`config.mk`:
```
export PLATFORM = sky130hd
export DESIGN_NAME = tx_buffer_slot_manager_top_flat
export DESIGN_NICKNAME = d
export VERILOG_FILES = /design/src/rtl/core/tbsm_pkg.sv /design/src/rtl/core/tbsm_ifs.sv /design/src/rtl/core/tx_buffer_slot_manager_top.sv /design/src/rtl/core/tbsm_age_unit.sv /design/src/rtl/core/tbsm_slot_store.sv /design/src/flat_wrapper.sv
export SDC_FILE = /design/constraint.sdc
export NUM_CORES = 1
export LEC_CHECK = 0
export ABC_AREA = 1
export BUFFER_PORTS_ARGS = -buffer_cell sky130_fd_sc_hd__buf_2
export CORE_MARGIN = 5
export CORE_UTILIZATION = 63
export CTS_CLUSTER_DIAMETER = 50
export DETAILED_ROUTE_END_ITERATION = 10
export PLACE_DENSITY = 0.81
export REMOVE_ABC_BUFFERS = 1
export SLEW_MARGIN = 20
export SYNTH_ARGS = -nofsm -noshare
export SYNTH_HDL_FRONTEND = slang
export SYNTH_HIERARCHICAL = 1
export SYNTH_SLANG_ARGS = --single-unit
```
`constraint.sdc`:
```
create_clock -name clk -period 5 [get_ports clk]
set_clock_uncertainty 0.05 [all_clocks]
set_input_delay 0.75 -clock clk [delete_from_list [all_inputs] [get_ports clk]]
set_output_delay 0.75 -clock clk [all_outputs]
set_load 0.03 [all_outputs]
```
`src/rtl/core/tbsm_pkg.sv`:
```
// ----------------------------------------------------------------------------
// tbsm_pkg
// Shared types, codes and constants of the transmit buffer slot manager.
// ----------------------------------------------------------------------------
package tbsm_pkg;

    localparam int SLOT_COUNT_DEF = 8;

    localparam int CFG_IDX_W  = 2;
    localparam int CFG_DATA_W = 32;
    localparam int TIME_W     = 32;
    localparam int FAIL_W     = 8;

    localparam logic [FAIL_W-1:0] MAX_FAIL_RST = 8'd3;
    localparam logic [TIME_W-1:0] MAX_IDLE_RST = 32'd1000;

    // Configuration register indexes.
    localparam logic [CFG_IDX_W-1:0] CFG_MAX_FAIL = 2'd0;
    localparam logic [CFG_IDX_W-1:0] CFG_MAX_IDLE = 2'd1;

    // Operation codes carried in the mode field of a request.
    localparam logic [2:0] MODE_ALLOC = 3'd0;
    localparam logic [2:0] MODE_FREE  = 3'd1;
    localparam logic [2:0] MODE_ENQ   = 3'd2;
    localparam logic [2:0] MODE_ACK   = 3'd3;
    localparam logic [2:0] MODE_PICK  = 3'd4;
    localparam logic [2:0] MODE_TX    = 3'd5;

    typedef enum logic [2:0] {
        ST_FREE        = 3'd0,
        ST_BUSY        = 3'd1,
        ST_WAIT_TX     = 3'd2,
        ST_WAIT_TX_ACK = 3'd3,
        ST_WAIT_ACK    = 3'd4
    } slot_state_t;

    typedef struct packed {
        slot_state_t        state;
        logic [FAIL_W-1:0]  fail;
        logic [TIME_W-1:0]  stamp;
    } slot_rec_t;

endpackage

```
`src/rtl/core/tbsm_ifs.sv`:
```
// ----------------------------------------------------------------------------
// tbsm channel interfaces
// Request, response and configuration channels with valid/ready handshake.
// ----------------------------------------------------------------------------
interface tbsm_req_if;
    logic        valid;
    logic        ready;
    logic [2:0]  mode;
    logic [2:0]  slot_index;
    logic        need_ack;
    logic        tx_ok;
    logic [31:0] now;

    modport source (output valid, mode, slot_index, need_ack, tx_ok, now, input ready);
    modport sink (input valid, mode, slot_index, need_ack, tx_ok, now, output ready);
endinterface

interface tbsm_rsp_if;
    logic       valid;
    logic       ready;
    logic       granted;
    logic [2:0] result_index;
    logic [2:0] slot_state;

    modport source (output valid, granted, result_index, slot_state, input ready);
    modport sink (input valid, granted, result_index, slot_state, output ready);
endinterface

interface tbsm_cfg_if;
    logic                           valid;
    logic                           ready;
    logic [tbsm_pkg::CFG_IDX_W-1:0]  index;
    logic [tbsm_pkg::CFG_DATA_W-1:0] data;

    modport source (output valid, index, data, input ready);
    modport sink (input valid, index, data, output ready);
endinterface

```
`src/rtl/core/tx_buffer_slot_manager_top.sv`:
```
// The slot manager takes one request at a time and answers each with one
// response. Apart from an unknown mode code or an out-of-range slot index, a
// request walks the slot memory through its single read port, one slot per
// cycle, while one shared age unit does every time compare. Free, enqueue and
// tx result read only their own slot; ack scans up to the first slot waiting
// for an ack and pick scans every slot; allocate tries the hint slot and, when
// it is not free, scans for a free slot and then for an idle one to reclaim. A
// new request is taken as soon as the previous response has been loaded into
// the output register, even if the consumer has not yet taken it.
// Configuration writes are taken in every cycle.
// ----------------------------------------------------------------------------
// tx_buffer_slot_manager_top
// Frame buffer slot pool with hint allocation, reclaim and oldest-first pick.
// ----------------------------------------------------------------------------
module tx_buffer_slot_manager_top
#(
    parameter int SLOT_COUNT = tbsm_pkg::SLOT_COUNT_DEF
)
(
    input  logic      clk,
    input  logic      rst_n,
    tbsm_req_if.sink   req,
    tbsm_rsp_if.source rsp,
    tbsm_cfg_if.sink   cfg
);

    localparam int AW = $clog2(SLOT_COUNT);
    localparam int CW = $clog2(SLOT_COUNT + 1);
    localparam logic [CW-1:0] LAST = CW'(SLOT_COUNT);

    typedef enum logic [1:0] {
        S_IDLE,
        S_SCAN,
        S_WRITE
    } seq_state_t;

    typedef enum logic [2:0] {
        PH_HINT,
        PH_FREE,
        PH_RECLAIM,
        PH_ACK,
        PH_PICK,
        PH_SINGLE
    } phase_t;

    seq_state_t seq_reg, seq_next;
    phase_t     phase_reg, phase_next;

    logic [2:0]                  mode_reg, mode_next;
    logic                        need_ack_reg, need_ack_next;
    logic                        tx_ok_reg, tx_ok_next;
    logic [tbsm_pkg::TIME_W-1:0] now_reg, now_next;
    logic [CW-1:0]               issue_reg, issue_next;
    logic [CW-1:0]               end_reg, end_next;
    logic                        pend_reg, pend_next;
    logic [AW-1:0]               eval_reg, eval_next;
    logic                        hit_reg, hit_next;
    logic [AW-1:0]               tgt_reg, tgt_next;
    logic                        found_reg, found_next;
    logic [tbsm_pkg::TIME_W-1:0] best_age_reg, best_age_next;
    tbsm_pkg::slot_state_t       best_state_reg, best_state_next;
    logic [AW-1:0]               hint_reg, hint_next;
    logic [tbsm_pkg::FAIL_W-1:0] max_fail_reg, max_fail_next;
    logic [tbsm_pkg::TIME_W-1:0] max_idle_reg, max_idle_next;

    logic       out_valid_reg, out_valid_next;
    logic       out_granted_reg, out_granted_next;
    logic [2:0] out_index_reg, out_index_next;
    logic [2:0] out_state_reg, out_state_next;

    logic                        rd_en;
    logic [AW-1:0]               rd_addr;
    tbsm_pkg::slot_rec_t         rd_rec;
    logic                        wr_en;
    tbsm_pkg::slot_rec_t         wr_rec;
    logic [tbsm_pkg::TIME_W-1:0] age;
    logic                        age_over;
    logic [tbsm_pkg::TIME_W-1:0] age_limit;

    logic [CW-1:0]               req_idx;
    logic                        req_idx_ok;
    logic                        hit_now;
    logic                        out_free;
    logic [CW-1:0]               hint_inc;
    logic [CW-1:0]               tgt_inc;
    logic [tbsm_pkg::FAIL_W-1:0] fail_inc;
    tbsm_pkg::slot_state_t       new_state;
    logic                        waiting;

    tbsm_slot_store #(
        .SLOT_COUNT (SLOT_COUNT)
    ) u_store (
        .clk     (clk),
        .rst_n   (rst_n),
        .rd_en   (rd_en),
        .rd_addr (rd_addr),
        .rd_rec  (rd_rec),
        .wr_en   (wr_en),
        .wr_addr (tgt_reg),
        .wr_rec  (wr_rec)
    );

    tbsm_age_unit u_age (
        .now   (now_reg),
        .stamp (rd_rec.stamp),
        .limit (age_limit),
        .age   (age),
        .over  (age_over)
    );

    assign age_limit = (phase_reg == PH_PICK) ? best_age_reg : max_idle_reg;

    assign req.ready = (seq_reg == S_IDLE);
    assign cfg.ready = 1'b1;

    assign rsp.valid        = out_valid_reg;
    assign rsp.granted      = out_granted_reg;
    assign rsp.result_index = out_index_reg;
    assign rsp.slot_state   = out_state_reg;

    assign req_idx    = CW'({5'd0, req.slot_index});
    assign req_idx_ok = {29'd0, req.slot_index} < 32'(SLOT_COUNT);
    assign out_free   = !out_valid_reg || rsp.ready;
    assign rd_addr    = issue_reg[AW-1:0];
    assign waiting    = (rd_rec.state inside {tbsm_pkg::ST_WAIT_TX, tbsm_pkg::ST_WAIT_TX_ACK});

    assign hint_inc = CW'(hint_reg) + CW'(1);
    assign tgt_inc  = CW'(tgt_reg) + CW'(1);
    assign fail_inc = (rd_rec.fail == '1) ? rd_rec.fail : rd_rec.fail + 8'd1;

    always_comb
    begin
        seq_next        = seq_reg;
        phase_next      = phase_reg;
        mode_next       = mode_reg;
        need_ack_next   = need_ack_reg;
        tx_ok_next      = tx_ok_reg;
        now_next        = now_reg;
        issue_next      = issue_reg;
        end_next        = end_reg;
        pend_next       = pend_reg;
        eval_next       = eval_reg;
        hit_next        = hit_reg;
        tgt_next        = tgt_reg;
        found_next      = found_reg;
        best_age_next   = best_age_reg;
        best_state_next = best_state_reg;
        hint_next       = hint_reg;
        max_fail_next   = max_fail_reg;
        max_idle_next   = max_idle_reg;

        out_valid_next   = out_valid_reg;
        out_granted_next = out_granted_reg;
        out_index_next   = out_index_reg;
        out_state_next   = out_state_reg;

        rd_en     = 1'b0;
        wr_en     = 1'b0;
        wr_rec    = rd_rec;
        hit_now   = 1'b0;
        new_state = tbsm_pkg::ST_FREE;

        if (cfg.valid)
        begin
            if (cfg.index == tbsm_pkg::CFG_MAX_FAIL)
            begin
                max_fail_next = cfg.data[tbsm_pkg::FAIL_W-1:0];
            end
            else if (cfg.index == tbsm_pkg::CFG_MAX_IDLE)
            begin
                max_idle_next = cfg.data[tbsm_pkg::TIME_W-1:0];
            end
        end

        if (out_valid_reg && rsp.ready)
        begin
            out_valid_next = 1'b0;
        end

        case (seq_reg)
            S_IDLE:
            begin
                if (req.valid)
                begin
                    mode_next     = req.mode;
                    need_ack_next = req.need_ack;
                    tx_ok_next    = req.tx_ok;
                    now_next      = req.now;
                    pend_next     = 1'b0;
                    found_next    = 1'b0;
                    hit_next      = 1'b0;
                    tgt_next      = '0;
                    issue_next    = '0;
                    end_next      = LAST;
                    seq_next      = S_WRITE;
                    case (req.mode)
                        tbsm_pkg::MODE_ALLOC:
                        begin
                            phase_next = PH_HINT;
                            issue_next = CW'(hint_reg);
                            end_next   = hint_inc;
                            seq_next   = S_SCAN;
                        end
                        tbsm_pkg::MODE_FREE, tbsm_pkg::MODE_ENQ, tbsm_pkg::MODE_TX:
                        begin
                            if (req_idx_ok)
                            begin
                                phase_next = PH_SINGLE;
                                issue_next = req_idx;
                                end_next   = req_idx + CW'(1);
                                seq_next   = S_SCAN;
                            end
                        end
                        tbsm_pkg::MODE_ACK:
                        begin
                            phase_next = PH_ACK;
                            seq_next   = S_SCAN;
                        end
                        tbsm_pkg::MODE_PICK:
                        begin
                            phase_next = PH_PICK;
                            seq_next   = S_SCAN;
                        end
                        default:
                        begin
                            seq_next = S_WRITE;
                        end
                    endcase
                end
            end

            S_SCAN:
            begin
                // Evaluate the slot read in the previous cycle.
                if (pend_reg)
                begin
                    case (phase_reg)
                        PH_HINT, PH_FREE: hit_now = (rd_rec.state == tbsm_pkg::ST_FREE);
                        PH_RECLAIM:       hit_now = age_over;
                        PH_ACK:           hit_now = (rd_rec.state == tbsm_pkg::ST_WAIT_ACK);
                        PH_SINGLE:        hit_now = 1'b1;
                        PH_PICK:
                        begin
                            if (waiting && (!found_reg || age_over))
                            begin
                                found_next      = 1'b1;
                                tgt_next        = eval_reg;
                                best_age_next   = age;
                                best_state_next = rd_rec.state;
                            end
                        end
                        default: hit_now = 1'b0;
                    endcase
                end

                if (hit_now)
                begin
                    // The read port stays idle so the hit record is held for the write.
                    tgt_next  = eval_reg;
                    hit_next  = 1'b1;
                    pend_next = 1'b0;
                    seq_next  = S_WRITE;
                end
                else if (issue_reg != end_reg)
                begin
                    rd_en      = 1'b1;
                    pend_next  = 1'b1;
                    eval_next  = issue_reg[AW-1:0];
                    issue_next = issue_reg + CW'(1);
                end
                else
                begin
                    pend_next = 1'b0;
                    if (!pend_reg)
                    begin
                        case (phase_reg)
                            PH_HINT:
                            begin
                                phase_next = PH_FREE;
                                issue_next = '0;
                                end_next   = LAST;
                            end
                            PH_FREE:
                            begin
                                phase_next = PH_RECLAIM;
                                issue_next = '0;
                                end_next   = LAST;
                            end
                            PH_PICK:
                            begin
                                hit_next = found_reg;
                                seq_next = S_WRITE;
                            end
                            default:
                            begin
                                hit_next = 1'b0;
                                seq_next = S_WRITE;
                            end
                        endcase
                    end
                end
            end

            S_WRITE:
            begin
                if (out_free)
                begin
                    out_valid_next   = 1'b1;
                    out_granted_next = 1'b0;
                    out_index_next   = '0;
                    out_state_next   = '0;
                    seq_next         = S_IDLE;
                    if (hit_reg)
                    begin
                        out_granted_next = 1'b1;
                        case (mode_reg)
                            tbsm_pkg::MODE_ALLOC:
                            begin
                                new_state = tbsm_pkg::ST_BUSY;
                                wr_rec    = '{tbsm_pkg::ST_BUSY, '0, now_reg};
                                wr_en     = 1'b1;
                                if (phase_reg == PH_HINT)
                                begin
                                    hint_next = (hint_inc == LAST) ? '0 : hint_inc[AW-1:0];
                                end
                            end
                            tbsm_pkg::MODE_FREE:
                            begin
                                new_state    = tbsm_pkg::ST_FREE;
                                wr_rec.state = tbsm_pkg::ST_FREE;
                                wr_en        = 1'b1;
                                // Hint rewinds when it sits just past the freed slot.
                                if (CW'(hint_reg) == ((tgt_inc == LAST) ? '0 : tgt_inc))
                                begin
                                    hint_next = tgt_reg;
                                end
                            end
                            tbsm_pkg::MODE_ENQ:
                            begin
                                new_state    = need_ack_reg ? tbsm_pkg::ST_WAIT_TX_ACK
                                                            : tbsm_pkg::ST_WAIT_TX;
                                wr_rec.state = new_state;
                                wr_rec.stamp = now_reg;
                                wr_en        = 1'b1;
                            end
                            tbsm_pkg::MODE_ACK:
                            begin
                                new_state    = tbsm_pkg::ST_FREE;
                                wr_rec.state = tbsm_pkg::ST_FREE;
                                wr_en        = 1'b1;
                            end
                            tbsm_pkg::MODE_PICK:
                            begin
                                new_state = best_state_reg;
                            end
                            tbsm_pkg::MODE_TX:
                            begin
                                if (waiting)
                                begin
                                    wr_rec.stamp = now_reg;
                                    if (tx_ok_reg)
                                    begin
                                        new_state = (rd_rec.state == tbsm_pkg::ST_WAIT_TX_ACK)
                                                    ? tbsm_pkg::ST_WAIT_ACK : tbsm_pkg::ST_FREE;
                                    end
                                    else
                                    begin
                                        wr_rec.fail = fail_inc;
                                        new_state   = (fail_inc > max_fail_reg)
                                                      ? tbsm_pkg::ST_FREE : rd_rec.state;
                                    end
                                    wr_rec.state = new_state;
                                    wr_en        = 1'b1;
                                end
                                else
                                begin
                                    out_granted_next = 1'b0;
                                end
                            end
                            default:
                            begin
                                out_granted_next = 1'b0;
                            end
                        endcase
                        if (out_granted_next)
                        begin
                            out_index_next = 3'(tgt_reg);
                            out_state_next = new_state;
                        end
                    end
                end
            end

            default:
            begin
                seq_next = S_IDLE;
            end
        endcase
    end

    always_ff @(posedge clk or negedge rst_n)
    begin
        if (!rst_n)
        begin
            seq_reg         <= S_IDLE;
            phase_reg       <= PH_HINT;
            mode_reg        <= '0;
            need_ack_reg    <= 1'b0;
            tx_ok_reg       <= 1'b0;
            now_reg         <= '0;
            issue_reg       <= '0;
            end_reg         <= '0;
            pend_reg        <= 1'b0;
            eval_reg        <= '0;
            hit_reg         <= 1'b0;
            tgt_reg         <= '0;
            found_reg       <= 1'b0;
            best_age_reg    <= '0;
            best_state_reg  <= tbsm_pkg::ST_FREE;
            hint_reg        <= '0;
            max_fail_reg    <= tbsm_pkg::MAX_FAIL_RST;
            max_idle_reg    <= tbsm_pkg::MAX_IDLE_RST;
            out_valid_reg   <= 1'b0;
            out_granted_reg <= 1'b0;
            out_index_reg   <= '0;
            out_state_reg   <= '0;
        end
        else
        begin
            seq_reg         <= seq_next;
            phase_reg       <= phase_next;
            mode_reg        <= mode_next;
            need_ack_reg    <= need_ack_next;
            tx_ok_reg       <= tx_ok_next;
            now_reg         <= now_next;
            issue_reg       <= issue_next;
            end_reg         <= end_next;
            pend_reg        <= pend_next;
            eval_reg        <= eval_next;
            hit_reg         <= hit_next;
            tgt_reg         <= tgt_next;
            found_reg       <= found_next;
            best_age_reg    <= best_age_next;
            best_state_reg  <= best_state_next;
            hint_reg        <= hint_next;
            max_fail_reg    <= max_fail_next;
            max_idle_reg    <= max_idle_next;
            out_valid_reg   <= out_valid_next;
            out_granted_reg <= out_granted_next;
            out_index_reg   <= out_index_next;
            out_state_reg   <= out_state_next;
        end
    end

endmodule

```
`src/rtl/core/tbsm_age_unit.sv`:
```
// ----------------------------------------------------------------------------
// tbsm_age_unit
// Shared age unit: age of a slot modulo 2^32 and compare against a limit.
// ----------------------------------------------------------------------------
module tbsm_age_unit
(
    input  logic [tbsm_pkg::TIME_W-1:0] now,
    input  logic [tbsm_pkg::TIME_W-1:0] stamp,
    input  logic [tbsm_pkg::TIME_W-1:0] limit,
    output logic [tbsm_pkg::TIME_W-1:0] age,
    output logic                        over
);

    assign age  = now - stamp;
    assign over = age > limit;

endmodule

```
`src/rtl/core/tbsm_slot_store.sv`:
```
// ----------------------------------------------------------------------------
// tbsm_slot_store
// Slot record memory with one registered read port, one write port and a
// written flag per slot so that unwritten slots read as free with no failures.
// ----------------------------------------------------------------------------
module tbsm_slot_store
#(
    parameter int SLOT_COUNT = tbsm_pkg::SLOT_COUNT_DEF
)
(
    input  logic                          clk,
    input  logic                          rst_n,
    input  logic                          rd_en,
    input  logic [$clog2(SLOT_COUNT)-1:0] rd_addr,
    output tbsm_pkg::slot_rec_t           rd_rec,
    input  logic                          wr_en,
    input  logic [$clog2(SLOT_COUNT)-1:0] wr_addr,
    input  tbsm_pkg::slot_rec_t           wr_rec
);

    tbsm_pkg::slot_rec_t mem [SLOT_COUNT];
    tbsm_pkg::slot_rec_t rd_data_reg;
    logic [SLOT_COUNT-1:0] written_reg;
    logic                  rd_written_reg;

    always_ff @(posedge clk)
    begin
        if (wr_en)
        begin
            mem[wr_addr] <= wr_rec;
        end
        if (rd_en)
        begin
            rd_data_reg <= mem[rd_addr];
        end
    end

    always_ff @(posedge clk or negedge rst_n)
    begin
        if (!rst_n)
        begin
            written_reg    <= '0;
            rd_written_reg <= 1'b0;
        end
        else
        begin
            if (wr_en)
            begin
                written_reg[wr_addr] <= 1'b1;
            end
            if (rd_en)
            begin
                rd_written_reg <= written_reg[rd_addr];
            end
        end
    end

    always_comb
    begin
        rd_rec = rd_data_reg;
        if (!rd_written_reg)
        begin
            rd_rec.state = tbsm_pkg::ST_FREE;
            rd_rec.fail  = '0;
        end
    end

endmodule

```
`src/flat_wrapper.sv`:
```
// flat-port wrapper written by rule: the top's interface ports become plain ports
module tx_buffer_slot_manager_top_flat 
#(
    parameter int SLOT_COUNT = tbsm_pkg::SLOT_COUNT_DEF
)
  (clk, rst_n, req_valid, req_mode, req_slot_index, req_need_ack, req_tx_ok, req_now, req_ready, rsp_valid, rsp_granted, rsp_result_index, rsp_slot_state, rsp_ready, cfg_valid, cfg_index, cfg_data, cfg_ready);
  tbsm_req_if req_i ();
  tbsm_rsp_if rsp_i ();
  tbsm_cfg_if cfg_i ();
  input  logic clk;
  input  logic rst_n;
  input wire logic [$bits(req_i.valid)-1:0] req_valid;
  input wire logic [$bits(req_i.mode)-1:0] req_mode;
  input wire logic [$bits(req_i.slot_index)-1:0] req_slot_index;
  input wire logic [$bits(req_i.need_ack)-1:0] req_need_ack;
  input wire logic [$bits(req_i.tx_ok)-1:0] req_tx_ok;
  input wire logic [$bits(req_i.now)-1:0] req_now;
  output wire logic [$bits(req_i.ready)-1:0] req_ready;
  output wire logic [$bits(rsp_i.valid)-1:0] rsp_valid;
  output wire logic [$bits(rsp_i.granted)-1:0] rsp_granted;
  output wire logic [$bits(rsp_i.result_index)-1:0] rsp_result_index;
  output wire logic [$bits(rsp_i.slot_state)-1:0] rsp_slot_state;
  input wire logic [$bits(rsp_i.ready)-1:0] rsp_ready;
  input wire logic [$bits(cfg_i.valid)-1:0] cfg_valid;
  input wire logic [$bits(cfg_i.index)-1:0] cfg_index;
  input wire logic [$bits(cfg_i.data)-1:0] cfg_data;
  output wire logic [$bits(cfg_i.ready)-1:0] cfg_ready;
  assign req_i.valid = req_valid;
  assign req_i.mode = req_mode;
  assign req_i.slot_index = req_slot_index;
  assign req_i.need_ack = req_need_ack;
  assign req_i.tx_ok = req_tx_ok;
  assign req_i.now = req_now;
  assign req_ready = req_i.ready;
  assign rsp_valid = rsp_i.valid;
  assign rsp_granted = rsp_i.granted;
  assign rsp_result_index = rsp_i.result_index;
  assign rsp_slot_state = rsp_i.slot_state;
  assign rsp_i.ready = rsp_ready;
  assign cfg_i.valid = cfg_valid;
  assign cfg_i.index = cfg_index;
  assign cfg_i.data = cfg_data;
  assign cfg_ready = cfg_i.ready;
  tx_buffer_slot_manager_top #(.SLOT_COUNT(SLOT_COUNT)) u_core (.clk(clk), .rst_n(rst_n), .req(req_i), .rsp(rsp_i), .cfg(cfg_i));
endmodule
```
==> reports/metrics.yaml, run 1 <==
grt_use_met3_pct: 4.97
nets: 3065
rsz0062_at_grt: "no"
yosys.area.top_type: "edfxtp_1"
gr-total-overflow: 0
async_flop_share_pct: 28.5
remaining_drc_errors: 0
rrSetupSlack_ps: 440
worstSkewPairLatency_ps: 650
n_antenna_cell: 0
clock-sinks: 541
crit_path_end: "u_core/u_store/rd_rec[8]$_DFFE_PP_"
antenna_found_initial: 0
synth.distinct_cells: 47
grt.met1_usage_pct: 42.9
dp_hpwl_mm: 45.6
yosysTopAreaCellShare_pct: 43.3
wl_per_cell_um: 20.3
cp_max_fo: 48
first_iter_violations: 2766
cts_resized: 0
worstSetupPathType: "flop to flop"
numCtsBuffers: 58
critical-path-top-cell-by-count: "nand2_1"
slew_viol_final: 0
cts-root-buf: "clkbuf_16"
utilization_pct: 70.0
fin_tns_setup_ps: 0
grt_pass1_vias: 20400
placed_cell_area_um2: 27500
yosysMostFrequentCell: "nand2_1"
start_util_pct: 63.9
largest_register_ff_count: 344
io_pins: 89
leakage_nw: 13.0
dr.pass1.iters: 8
max_freq_mhz: 219
place.gp.congestion: 0.951
reg2regPathDepth: 21
grt_pass1_wl_mm: 111
synth_edf_count: 387
rr_startpoint: "u_core/now_reg[20]$_DFFE_PN0P_"
status: "finished clean"
cts_hold_buf: 0
grt.busiest_layer: "met2"
final_area_um2: 29400
timing.rr.end: "u_core/u_store/rd_rec[8]$_DFFE_PP_"
layout-drive-gt1-share_pct: 10.6
end_kind: "flop"
area_delta_synth_final_pct: 9.53
worst_ir_drop_vdd_uv: 475
synth_ff_type: "edfxtp_1"
coreArea_um2: 42000
setup_viol: 0
cts_tree: "done"
path_cells: "ha_1 > nand2_2 > nor2_1 > nand2_1 > nor4_1 > nand2_1 > nand3b_1 > nand2_1 > ha_1 > nand2_1 > nor2_1 > nand2_1 > nor2_1 > and3b_1 > a21oi_1 > a31oi_1 > nand3_1 > nand3_1 > nand3_1 > inv_2 > buf_12"
worstPathRequired_ps: 5250
clk_pin_slew_ps: 70
ys_warn_count: 6
critPathArrivalTime_ps: 4810
synth-seq-cells: 541
setup_slack_ps: 439
post-route-period-util_pct: 91.2
drt-vias-per-instance: 5.90
max-slew-margin-rel_pct: 17.8
die_w_um: 216
hold_path_class: "input port to async pin"
synth_area_um2: 26900
worstMarginPinSlew_ps: 1220
start_kind: "flop"
maxCapViolations: 0
largest_register: "u_core/u_store/mem"
synth_commonest_cells: "nand2_1 (784), edfxtp_1 (387), nor2_1 (312)"
synthCells: 2873
cts_buffer_depth: 3
port_buffers: 87
htreeDepth: 2
num_rows: 75
ys_seq_area_share_pct: 57.7
vias: 20600
wl_mm: 71.1
ant_nets: 0
min_period_ps: 4560
grt_max_degree: 181
yosys-top-cells-area: "edfxtp_1 (43%), dfrtp_1 (14%), nand2_1 (11%)"
power_mw: 19.8
grt_use_met2_pct: 47.9
crit_start: "u_core/now_reg[20]$_DFFE_PN0P_"
die_h_um: 216
grt_usage_pct: 30.0
hold_violations: 0
cts_setup_buffers: 0
dieArea_um2: 46900
dpl_worst_slack_ps: 540
p_per_area_nw_per_um2: 674
cp_slowest_cell: "ha_1"
cpPeakStageDelay_ps: 470
avgSynthCellArea_um2: 9.35
placed cells by master (no fill, tap or decap), types with 18 or more instances in the layout:
master and n:
mux2_4 26, nand3_1 98, dfrtp_1 143, buf_2 86, o21ai_1 81, clkbuf_16 58, clkbuf_1 18, edfxtp_1 387
o21ai_0 270, xor2_1 28, inv_1 304, o22ai_1 45, nor2_1 304, nand2_1 784, mux2_2 30, ha_1 76
a21oi_1 49, buf_4 23
critical path: cells and delay by family (launching register included):
kind,cells,cell delay [ps]
buffers and inverters,2,440
DFF,1,420
and+or+nand+nor,15,2200
AOI/OAI and AO/OA,2,260
adders and majority gates,2,770
worst min-delay path by stage:
stage / slack [ps] / cells past startpoint / end
final: 170 / 1 / u_core/max_idle_reg[14]$_DFFE_PN0P_
after global routing: 230 / 1 / u_core/max_idle_reg[14]$_DFFE_PN0P_
after floorplan: 380 / 2 / u_core/u_store/written_reg[0]$_DFFE_PN0P_
after CTS: 190 / 1 / u_core/max_idle_reg[14]$_DFFE_PN0P_
after detailed placement: 400 / 2 / u_core/u_store/written_reg[1]$_DFFE_PN0P_
after global placement: 390 / 2 / u_core/u_store/written_reg[3]$_DFFE_PN0P_
logic make-up (layout without fill, tap and decap cells):
logic type      count (synthesis)  after routing  synth area share (%)
compound gates                466            466                  9.10
xor+xnor                       29             29                 0.946
fa+ha+maj                      77             77                  3.62
buf+inv                       451            536                  7.36
flops                         541            541                  57.7
mux                            56             56                  2.71
other cells                     1              1                0.0140
simple gates                 1252           1252                  18.6
routing by layer:
layer | share of wire (%) | vias up | routed length, um
li1 | - | 9556 | -
met1 | 41 | 9796 | 29000
met2 | 46 | 1134 | 32500
met3 | 11 | 156 | 7570
met4 | 2.9 | 0 | 2080
met5 | 0 | - | 0
final cells by class:
| cell class | instances | area (um2) |
|---|---|---|
| well taps | 539 | 674 |
| flip-flops and latches | 541 | 15500 |
| repair buffers | 114 | 694 |
| inverters | 313 | 1180 |
| clock buffers | 81 | 1590 |
| fillers | 3140 | 12600 |
| multi-input cells | 1881 | 9460 |
| clock inverters | 28 | 332 |
power by group:
part	internal [mW]	switching, mW	leakage (nW)
Clock	2.42	1.84	0.923
Combinational	2.69	6.27	6.68
Sequential	6.02	0.568	5.43
Total	11.1	8.68	13.0
stage by stage:
step | instances | hold slack (ps)
2_1_floorplan | 2735 | 377
3_3_place_gp | 3388 | 388
3_5_place_dp | 3388 | 399
4_1_cts | 3497 | 189
5_1_grt | 3497 | 230
6_report | 3497 | 171
(Power assumes the default switching activity.)
==> run 2: changes to the inputs <==
REMOVE_ABC_BUFFERS = unset   (was 1)
==> run 2 against run 1 <==
Net effect:
- first-iteration DRC count fell by 10%
- design area rose by 0.29%
- worst setup slack improved by 41 ps
- non-clock buffer count fell by 2
- global-route usage fell by 0.91 points
- utilization rose by 0.21 points
- via count fell by 0.93%
- sequential share of layout area fell by 0.15 points
- combinational power fell by 1%
- total power rose by 0.62%
- die area did not move
- count of clock-buffer cells in the layout fell by 9
==> reports/metrics.yaml, run 2 (same netlist as run 1, synthesis figures left out) <==
min_period_ps: 4520  # -40.9 ps
remaining_drc_errors: 0  # unchanged
port_buffers: 87  # unchanged
clock-sinks: 541  # unchanged
cts_setup_buffers: 0  # unchanged
crit_start: "u_core/u_store/rd_rec[12]$_DFFE_PP_"
gr-total-overflow: 0  # unchanged
reg2regPathDepth: 20  # -4.8%
cp_max_fo: 36  # -25%
crit_cells: 20  # -4.8%
hold_violations: 0  # unchanged
cp_slowest_cell: "mux2_4"
critPathArrivalTime_ps: 4970  # +160 ps
setup_slack_ps: 480  # +40.9 ps
syn_nets: 3029
maxCapViolations: 0  # unchanged
htreeDepth: 2  # unchanged
die_h_um: 216  # unchanged
cts_buffer_depth: 3  # unchanged
dr.pass1.iters: 6  # -2
fin_tns_setup_ps: 0  # unchanged
cp_num_buf_inv: 1  # -1
hold_path_class: "input port to async pin"
worstSetupPathType: "flop to flop"
worst_ir_drop_vdd_uv: 472  # -0.63%
worstPathRequired_ps: 5450  # +200 ps
largest_register: "u_core/u_store/mem"
numCtsBuffers: 59  # +1.7%
power_mw: 19.9  # +0.62%
cts-root-buf: "clkbuf_16"
n_antenna_cell: 0  # unchanged
clk_pin_slew_ps: 60  # about the same
cts_tree: "done"
place.gp.congestion: 0.950  # -0.11%
first_iter_violations: 2482  # -10%
num_rows: 75  # unchanged
crit_path_end: "u_core/best_age_reg[16]$_DFFE_PN0P_"
start_kind: "flop"
max_freq_mhz: 221  # +0.90%
setup_viol: 0  # unchanged
p_per_area_nw_per_um2: 676  # +0.33%
die_w_um: 216  # unchanged
area_delta_synth_final_pct: 9.85
dpl_worst_slack_ps: 490  # -49.9 ps
largest_register_ff_count: 344  # unchanged
vias: 20500  # -0.93%
coreArea_um2: 42000  # unchanged
max-slew-margin-rel_pct: 10.2  # -7.6 points
grt_pass1_vias: 20000  # -1.6%
grt_pass1_wl_mm: 108  # -2.7%
ant_nets: 0  # unchanged
rr_startpoint: "u_core/u_store/rd_rec[12]$_DFFE_PP_"
dieArea_um2: 46900  # unchanged
dp_hpwl_mm: 44.7  # -2.1%
rsz0062_at_grt: "no"
end_kind: "flop"
leakage_nw: 13.1  # +0.42%
final_area_um2: 29500  # +0.29%
grt_max_degree: 99  # -45%
critical-path-top-cell-by-count: "nand2_1"
status: "finished clean"
antenna_found_initial: 1  # +1
cpPeakStageDelay_ps: 430  # -40 ps
cts_hold_buf: 0  # unchanged
post-route-period-util_pct: 90.4  # -0.82 points
start_util_pct: 63.9  # unchanged
worstSkewPairLatency_ps: 640  # about the same
placed_cell_area_um2: 27500  # about the same
nets: 3064  # -0.033%
slew_viol_final: 0  # unchanged
final_common_cell: "nand2_1"
io_pins: 89  # unchanged
final_cell_mix: "nand2_1 (784), edfxtp_1 (387), nor2_1 (304), inv_1 (303), o21ai_0 (266)"
wl_per_cell_um: 19.7  # -3.3%
cts_resized: 0  # unchanged
timing.rr.end: "u_core/best_age_reg[16]$_DFFE_PN0P_"
fillers: 3018  # -3.9%
worstMarginPinSlew_ps: 1330  # +113 ps
rrSetupSlack_ps: 480  # +40 ps
drt-vias-per-instance: 5.85  # -0.96%
wl_mm: 68.8  # -3.2%
grt_usage_pct: 29.1  # -0.91 points
layout-drive-gt1-share_pct: 10.6  # +0.030 points
crit_family: "simple AND/OR/NAND/NOR gates"
path_cells: "inv_1 > ha_1 > nand2_1 > nor2_1 > nand2_1 > nor4_1 > nand2_1 > nand3_1 > nand2_1 > ha_1 > nand2_1 > nor2_1 > nand2_1 > nor2_1 > nand2_1 > a21oi_1 > nor2_1 > nor3_4 > nand2_4 > mux2_4"
-- run 2: cell count changes in the layout (fill, tap and decap cells not counted), moves of 3 or more --
cell and delta:
clkbuf_1 -7, o21ai_0 -4, clkinv_2 +7, inv_8 -3
clkinv_1 +8, bufinv_16 +5, o21ai_1 +4, clkbuf_8 -4
-- run 2: worst min-delay path by stage --
stage                                                    startpoint                                        end  slack [ps]
after floorplan           u_core/u_store/written_reg[0]$_DFFE_PN0P_  u_core/u_store/written_reg[0]$_DFFE_PN0P_         380
after global placement    u_core/u_store/written_reg[6]$_DFFE_PN0P_  u_core/u_store/written_reg[6]$_DFFE_PN0P_         390
after detailed placement  u_core/u_store/written_reg[0]$_DFFE_PN0P_  u_core/u_store/written_reg[0]$_DFFE_PN0P_         400
after CTS                                                     rst_n  u_core/u_store/written_reg[3]$_DFFE_PN0P_          80
after global routing                                          rst_n         u_core/max_fail_reg[4]$_DFFE_PN0P_         130
final                                                         rst_n         u_core/max_fail_reg[4]$_DFFE_PN0P_          80
-- run 2: report_power, final --
part	total, mW	switching (mW)	internal [mW]
sequential	6.62	0.592	6.03
clock	4.48	1.83	2.65
combinational	8.84	6.17	2.67
-- run 2: per-layer routing --
metal	up-vias	GRT usage, %	share of wire (%)
li1	9536	-	-
met1	9696	40.1	40
met2	1051	45.9	46
met3	163	5.86	10
met4	4	11.8	3.8
met5	-	1.25	0.13
-- run 2: metrics by stage --
step           instances  hold slack [ps]  utilization, %
6_report            3498             79.0            70.2
5_1_grt             3498              129            70.2
2_1_floorplan       2873              377               -
3_5_place_dp        3386              398            65.4
3_3_place_gp        3386              389            65.4
4_1_cts             3498             82.2            70.2
-- run 2: worst reg2reg max path, stage by stage (launching register included) --
cell      delay [ps]
edfxtp_1         380
inv_1            100
ha_1             390
nand2_1          160
nor2_1           200
nand2_1          110
nor4_1           230
nand2_1          110
nand3_1           90
nand2_1          140
ha_1             340
nand2_1           70
nor2_1           100
nand2_1           70
nor2_1           140
nand2_1           70
a21oi_1          400
nor2_1           150
nor3_4           240
nand2_4          380
mux2_4           460
-- run 2: cell type report --
type / count / area (um2) / area share, %
Sequential cell: 541 / 15500 / 52.5
Multi-Input combinational cell: 1881 / 9460 / 32.1
Clock buffer: 72 / 1560 / 5.28
Inverter: 313 / 1180 / 3.99
Timing Repair Buffer: 112 / 679 / 2.30
Tap cell: 539 / 674 / 2.29
Clock inverter: 40 / 464 / 1.57
